[config.mk]
export PLATFORM = sky130hd
export DESIGN_NAME = jkme_ctrl
export DESIGN_NICKNAME = d
export VERILOG_FILES = /design/src/design/jkme_pkg.sv /design/src/design/jkme_ctrl.sv
export SDC_FILE = /design/constraint.sdc
export NUM_CORES = 1
export LEC_CHECK = 0
export ABC_AREA = 1
export BUFFER_PORTS_ARGS = -buffer_cell sky130_fd_sc_hd__buf_2
export CAP_MARGIN = 0
export CORE_ASPECT_RATIO = 1.1
export CORE_MARGIN = 1
export CORE_UTILIZATION = 45
export DETAILED_ROUTE_END_ITERATION = 10
export GPL_TIMING_DRIVEN = 0
export PLACE_DENSITY = 0.67
export SYNTH_ARGS = -nofsm -noshare
export SYNTH_HDL_FRONTEND = slang
export SYNTH_SLANG_ARGS = --single-unit
[constraint.sdc]
create_clock -name clock -period 3.8 [get_ports clock]
set_input_delay 0.95 -clock clock [delete_from_list [all_inputs] [get_ports clock]]
set_output_delay 0.95 -clock clock [all_outputs]
set_load 0.05 [all_outputs]
[src/design/jkme_pkg.sv]
`timescale 1ns / 1ps
// ----------------------------------------------------------------------------
// jkme_pkg
// Shared widths, finisher states and controller/datapath command types for
// the jackknife mean and error block.
// ----------------------------------------------------------------------------
package jkme_pkg;

   localparam int SITE_W           = 16;
   localparam int SAMPLE_W         = 32;
   localparam int ERR_W            = 32;
   localparam int FRAC_W           = 16;
   localparam int SQUARE_W         = 47;  // floor(s*s / 2^16) of a 32-bit sample
   localparam int DIGIT_W          = 16;  // quotient bits per divide step
   localparam int ROOT_STEPS       = 32;
   localparam int NUM_BINS_DEFAULT = 64;

   typedef enum logic [3:0] {
      FIN_IDLE,
      FIN_ABS,
      FIN_DIV,
      FIN_MEAN,
      FIN_SQUARE,
      FIN_DIFF,
      FIN_PROD,
      FIN_RINIT,
      FIN_ROOT,
      FIN_DONE
   } fin_state_type;

   typedef struct packed {
      logic load_in;
      logic accum;
      logic close;
      logic abs_sum;
      logic div_step;
      logic mean;
      logic square;
      logic diff;
      logic prod;
      logic root_init;
      logic root_step;
      logic load_out;
   } cmd_type;

   typedef struct packed {
      logic last_sample;
   } status_type;

endpackage

[src/design/jkme_ctrl.sv]
`timescale 1ns / 1ps
// ----------------------------------------------------------------------------
// jkme_ctrl
// Handshake control, input stage tracking and the finisher sequencer
// (divide, mean, variance, square root, result load).
// ----------------------------------------------------------------------------
module jkme_ctrl import jkme_pkg::*; #(
   parameter int NUM_BINS = NUM_BINS_DEFAULT
) (
   input  logic       clock,
   input  logic       reset,
   input  status_type status,
   input  logic       req_valid,
   output logic       req_ready,
   output logic       rsp_valid,
   input  logic       rsp_ready,
   output cmd_type    cmd
);

   localparam int DIV_STEPS = (SQUARE_W + $clog2(NUM_BINS) + DIGIT_W - 1) / DIGIT_W;
   localparam int STEP_W    = $clog2(ROOT_STEPS);
   localparam logic [STEP_W-1:0] DIV_LAST  = STEP_W'(DIV_STEPS - 1);
   localparam logic [STEP_W-1:0] ROOT_LAST = STEP_W'(ROOT_STEPS - 1);

   fin_state_type     state_ff, state_in;
   logic [STEP_W-1:0] step_ff, step_in;
   logic              p1_valid_ff, p1_valid_in;
   logic              p1_last_ff, p1_last_in;
   logic              rsp_valid_ff, rsp_valid_in;
   logic              accept;

   assign req_ready = !(status.last_sample && (state_ff != FIN_IDLE));
   assign accept    = req_valid && req_ready;
   assign rsp_valid = rsp_valid_ff;

   always_comb begin
      cmd          = '0;
      cmd.load_in  = accept;
      cmd.accum    = p1_valid_ff;
      cmd.close    = p1_valid_ff && p1_last_ff;
      state_in     = state_ff;
      step_in      = step_ff;
      p1_valid_in  = accept;
      p1_last_in   = accept ? status.last_sample : p1_last_ff;
      case (state_ff)
         FIN_IDLE: begin
            if (cmd.close) begin
               state_in = FIN_ABS;
            end
         end
         FIN_ABS: begin
            cmd.abs_sum = 1'b1;
            step_in     = '0;
            state_in    = FIN_DIV;
         end
         FIN_DIV: begin
            cmd.div_step = 1'b1;
            if (step_ff == DIV_LAST) begin
               state_in = FIN_MEAN;
            end else begin
               step_in = step_ff + 1'b1;
            end
         end
         FIN_MEAN: begin
            cmd.mean = 1'b1;
            state_in = FIN_SQUARE;
         end
         FIN_SQUARE: begin
            cmd.square = 1'b1;
            state_in   = FIN_DIFF;
         end
         FIN_DIFF: begin
            cmd.diff = 1'b1;
            state_in = FIN_PROD;
         end
         FIN_PROD: begin
            cmd.prod = 1'b1;
            state_in = FIN_RINIT;
         end
         FIN_RINIT: begin
            cmd.root_init = 1'b1;
            step_in       = '0;
            state_in      = FIN_ROOT;
         end
         FIN_ROOT: begin
            cmd.root_step = 1'b1;
            if (step_ff == ROOT_LAST) begin
               state_in = FIN_DONE;
            end else begin
               step_in = step_ff + 1'b1;
            end
         end
         FIN_DONE: begin
            if (!rsp_valid_ff || rsp_ready) begin
               cmd.load_out = 1'b1;
               state_in     = FIN_IDLE;
            end
         end
         default: begin
            state_in = FIN_IDLE;
         end
      endcase
      rsp_valid_in = cmd.load_out || (rsp_valid_ff && !rsp_ready);
   end

   always_ff @(posedge clock) begin
      if (reset) begin
         state_ff     <= FIN_IDLE;
         step_ff      <= '0;
         p1_valid_ff  <= 1'b0;
         p1_last_ff   <= 1'b0;
         rsp_valid_ff <= 1'b0;
      end else begin
         state_ff     <= state_in;
         step_ff      <= step_in;
         p1_valid_ff  <= p1_valid_in;
         p1_last_ff   <= p1_last_in;
         rsp_valid_ff <= rsp_valid_in;
      end
   end

   // a group may only close into an idle finisher
   a_close_idle: assert property (@(posedge clock) disable iff (reset)
      cmd.close |-> (state_ff == FIN_IDLE))
      else $error("group closed while finisher busy");

   a_close_start: assert property (@(posedge clock) disable iff (reset)
      cmd.close |=> (state_ff == FIN_ABS))
      else $error("finisher did not start after group close");

   a_no_overwrite: assert property (@(posedge clock) disable iff (reset)
      cmd.load_out |-> (!rsp_valid_ff || rsp_ready))
      else $error("result register overwritten before transaction");

   a_div_bound: assert property (@(posedge clock) disable iff (reset)
      (state_ff == FIN_DIV) |-> (step_ff <= DIV_LAST))
      else $error("divider step count out of range");

endmodule

# Word-level counts from Yosys, hierarchy flattened
# Index checks and enable logic that the tools add are counted.
word_totals:
  elab_cells: 56
  input_bits: 5
  mem_bits_ro: 0
  latch_bits: 0
  out_inout_bits: 14
  mem_count: 0
  reg_bits: 12
  ram_bits: 0
classes:
  mux: 18
  n_lt_le_gt_ge: 0
  bitwise: 0
  div_mod_pow: 0
  n_eq_ne: 17
  addsub: 1
  n_reduce_logical: 15
  n_shift: 0
  multipliers: 0
op_table:
  columns: ["cell", "n"]
  rows:
  - ["$pmux W4 S10", 1]
  - ["$eq A4 B3 Y1 const B", 4]
  - ["$mux W4", 4]
  - ["$pmux W5 S3", 1]
  - ["$ne A2 B2 Y1 const B", 6]
  - ["$mux W1", 10]
  - ["$mux W5", 2]
  - ["$eq A4 B2 Y1 const B", 2]
  - ["$eq A4 B4 Y1 const B", 2]
  - ["$add A5 B1 Y5 const B", 1]
  - ["$eq A5 B2 Y1 const B", 1]
  - ["$eq A5 B5 Y1 const B", 1]
  - ["$eq A4 B1 Y1 const B", 1]
  - ["$logic_and A1 B1 Y1", 4]
  - ["$logic_not A4 Y1", 1]
  - ["$reduce_and A4 Y1", 1]
  - ["$reduce_bool A4 Y1", 1]
  - ["$logic_not A1 Y1", 3]
  - ["$reduce_and A3 Y1", 1]
  - ["$reduce_bool A3 Y1", 1]
  - ["$logic_or A1 B1 Y1", 2]
  - ["$reduce_or A2 Y1", 1]

# Depth between registers and ports, before layout
depth:
  depth_word: 5
  depth_mapped: 11
  depth_no_buf: 11

# Least setup slack after synthesis
# OpenSTA, ideal clock, no wires.
synth_timing:
  path_kind: "input to output"
  startpoint: "in rsp_ready"
  endpoint: "out cmd[0] (netlist name)"
  path_stages: 2
  required_ns: 2.850
  arrival_time_ns: 1.657
  slack_ns: 1.193
  path_cell_list: "nor2_1 -> nor2_1"
synth_rtl:
  columns: ["element", "line", "source"]
  rows:
  - ["start: declaration", "jkme_ctrl.sv:16", "input logic rsp_ready,"]
  - ["end: declaration", "jkme_ctrl.sv:17", "output cmd_type cmd"]

# Worst setup path in the final report
layout_timing:
  startpoint: "in status"
  endpoint: "out cmd[11] (netlist name)"
layout_between:
  elab_chain_len: 3
layout_rtl:
  columns: ["element", "line", "source"]
  rows:
  - ["start: declaration", "jkme_ctrl.sv:12", "input status_type status,"]
  - ["$logic_and A1 B1 Y1", "jkme_ctrl.sv:32", "assign req_ready = !(status.last_sample && (state_ff != FIN_IDLE));"]
  - ["$logic_not A1 Y1", "jkme_ctrl.sv:32", null]
  - ["$logic_and A1 B1 Y1", "jkme_ctrl.sv:33", "assign accept = req_valid && req_ready;"]
# No other way between the ends.

==> metrics.txt <==
Worst R2R Start step_ff[0]; number of vias per cell 4.79; CP dominant cell by count buf_2; total grt overflow 0; WL final 1700 um; r2r worst-path depth 11; Core Footprint 1630 um2; hold worst-path end p1_last_ff; worst skew pair latency 0.28 ns; Crit. End Element output port; MaxCap Viol Count 0; vias post-DR 838; most frequent cells in the layout nor2_1 (34), nand2_1 (32), buf_2 (18); Die X-Extent 42.6 um; Root Driver clkbuf_4; Final min period 2.62 ns; initial drt markers 2; hold path startpoint p1_last_ff; Hold Vio Cnt, Final 0; final setup violating endpoints 0; first-pass GRT wire length 2750 um; worst hold-check path type flip-flop to flip-flop; CP Launch Point status; crit-path max FO 3; Ys Warns 0; Crit path required time 2.85 ns; vias in the first global route 696; Fillers 171; setup ws final 1.18 ns; total CTS buffers 3; Initial Util 49.9%; GPL Wtd Cong 0.839; Slew headroom 79.4%; I/O pins 19; CP Launch Type primary input; R2R Path End state_ff[0]; share of cells above drive strength 1 28.5%; Setup Skew 0.0103 ns; total die area 1980 um2; Unique masters post-synth 19; final routed DRC violation total 0; Cell Pwr Density 761 nW/um2; diodes inserted 0; Final Cell Area 962 um2; r2r setup slk 2.20 ns; Worst path max stage delay 0.24 ns; CTS tree yes; critical path's slowest cell buf_2; VDD IR max 0.347 mV; kind of critical path primary input to output port; Post-CTS Hold Fix Bufs 0; slew at the pin closest to its max-slew limit 0.307 ns; CP top delay family buffers and inverters; Arr. time, crit path 1.67 ns; Final Max Slew Viols 0; Crit path buffers/inverters 3; NumNets Final 166; setup TNS 0 ns; initial antenna violation count 0; TritonRoute pass-1 iters 4; total track usage 18.5%; hold depth 2; Rows 15; DP HPWL 1360 um; Max Freq 381 MHz; port bufs 18; Clock Pin Slew Worst Setup and Hold Paths 0.07 ns; Clock Path Buffers 2; Synth Register Bits 12; post-cts sizing count 0; setup slack at placement 1.19 ns; Layout Area Growth over Synthesis 18.1%; unrepaired setup endpoints after global routing false; hold_ws 0.483 ns; Net Count, Synth 143; Seq/Total Area, Yosys 29.5%; TritonCTS sink count 12; commonest non-fill, non-tap cell in the layout nor2_1; Post-DRT Antenna Nets 0; setup bufs post-CTS 0; critical path, cell by cell buf_2, a21oi_1, buf_4, buf_2; status finished clean; fin crit share 69.0%; average cell area after synthesis 5.99 um2; Post-Place Cell Area 926 um2; Syn Inst Count 136; Synth Cell Area 815 um2; Leakage 0.522 nW; drt wl/cell 9.71 um; Die Ht 46.6 um; H-tree depth 1; largest net degree at the start of global routing 10
routing by layer:
layer	track usage, %	vias up	wire [um]
li1	-	457	-
met1	24.0	355	856
met2	30.2	21	737
met3	2.75	5	70
met4	9.38	0	36
met5	0	-	0
cell usage after synthesis, drive strengths merged:
cell,count,area share (%)
nor2,46,25
nand2,38,20
inv,18,8.3
dfxtp,12,29
nand3,7,4.3
a21oi,3,1.8
o21ai,3,1.8
buf,2,1.8
ha,2,3.1
clkinv,1,0.46
nor3,1,0.61
nor4,1,0.77
o21a,1,0.92
xor2,1,1.1
report_power, final:
group | leakage, nW | internal (mW) | switching (mW)
Sequential | 0.0988 | 0.160 | 0.0356
Clock | 0.0210 | 0.0583 | 0.0466
Combinational | 0.402 | 0.131 | 0.301
cell type report:
class                   instances  area, um2  share of cell area, %
plain buffers                   2       15.0                   1.56
clock buffers                   4       36.3                   3.77
inverters                      19       71.3                   7.41
multi-input cells             103        488                   50.7
flip-flops and latches         12        240                   25.0
well taps                      17       21.3                   2.21
repair buffers                 18       90.1                   9.36
kinds of logic after synthesis:
kind of cell / after synthesis / share of synthesized area, %
AOI/OAI and AO/OA: 7 / 4.61
xor gates and xnor gates: 1 / 1.08
adders and majority gates: 2 / 3.07
buffers and inverters: 21 / 10.6
DFF: 12 / 29.5
and+or+nand+nor: 93 / 51.2
registers in the layout, indices dropped and copies added, names as in the netlist:
register,cells
step_ff,5
p1_last_ff,1
state_ff,4
p1_valid_ff,1
rsp_valid,1
worst reg2reg max path: stages, from the launching register on:
cell and delay, ns:
dfxtp_1 0.39, ha_1 0.19, inv_1 0.05, nor3_1 0.15
ha_1 0.20, inv_1 0.06, nand2_1 0.07, nand2_1 0.05
nor2_1 0.18, nand2_1 0.07, nand2_1 0.06, nor2_1 0.04
stage by stage:
| stage | std cells | total power [mW] | utilization [%] |
|---|---|---|---|
| 3_5_place_dp | 171 | 0.632 | 56.7 |
| 2_1_floorplan | 136 | 0.553 | - |
| 6_report | 175 | 0.733 | 58.9 |
| 3_3_place_gp | 171 | 0.623 | 56.7 |
| 4_1_cts | 175 | 0.738 | 58.9 |
| 5_1_grt | 175 | 0.799 | 58.9 |
worst max-delay path by stage:
| stage | endpoint | slack (ns) | depth (start not counted) |
|---|---|---|---|
| after global routing | cmd[11] | 1.06 | 5 |
| after CTS | cmd[11] | 1.18 | 4 |
| final | cmd[11] | 1.18 | 4 |
| after detailed placement | cmd[11] | 1.19 | 4 |
| after global placement | cmd[11] | 1.19 | 4 |
| after floorplan | cmd[0] | 1.19 | 2 |
Note: power is estimated with default switching activity, not from simulation.
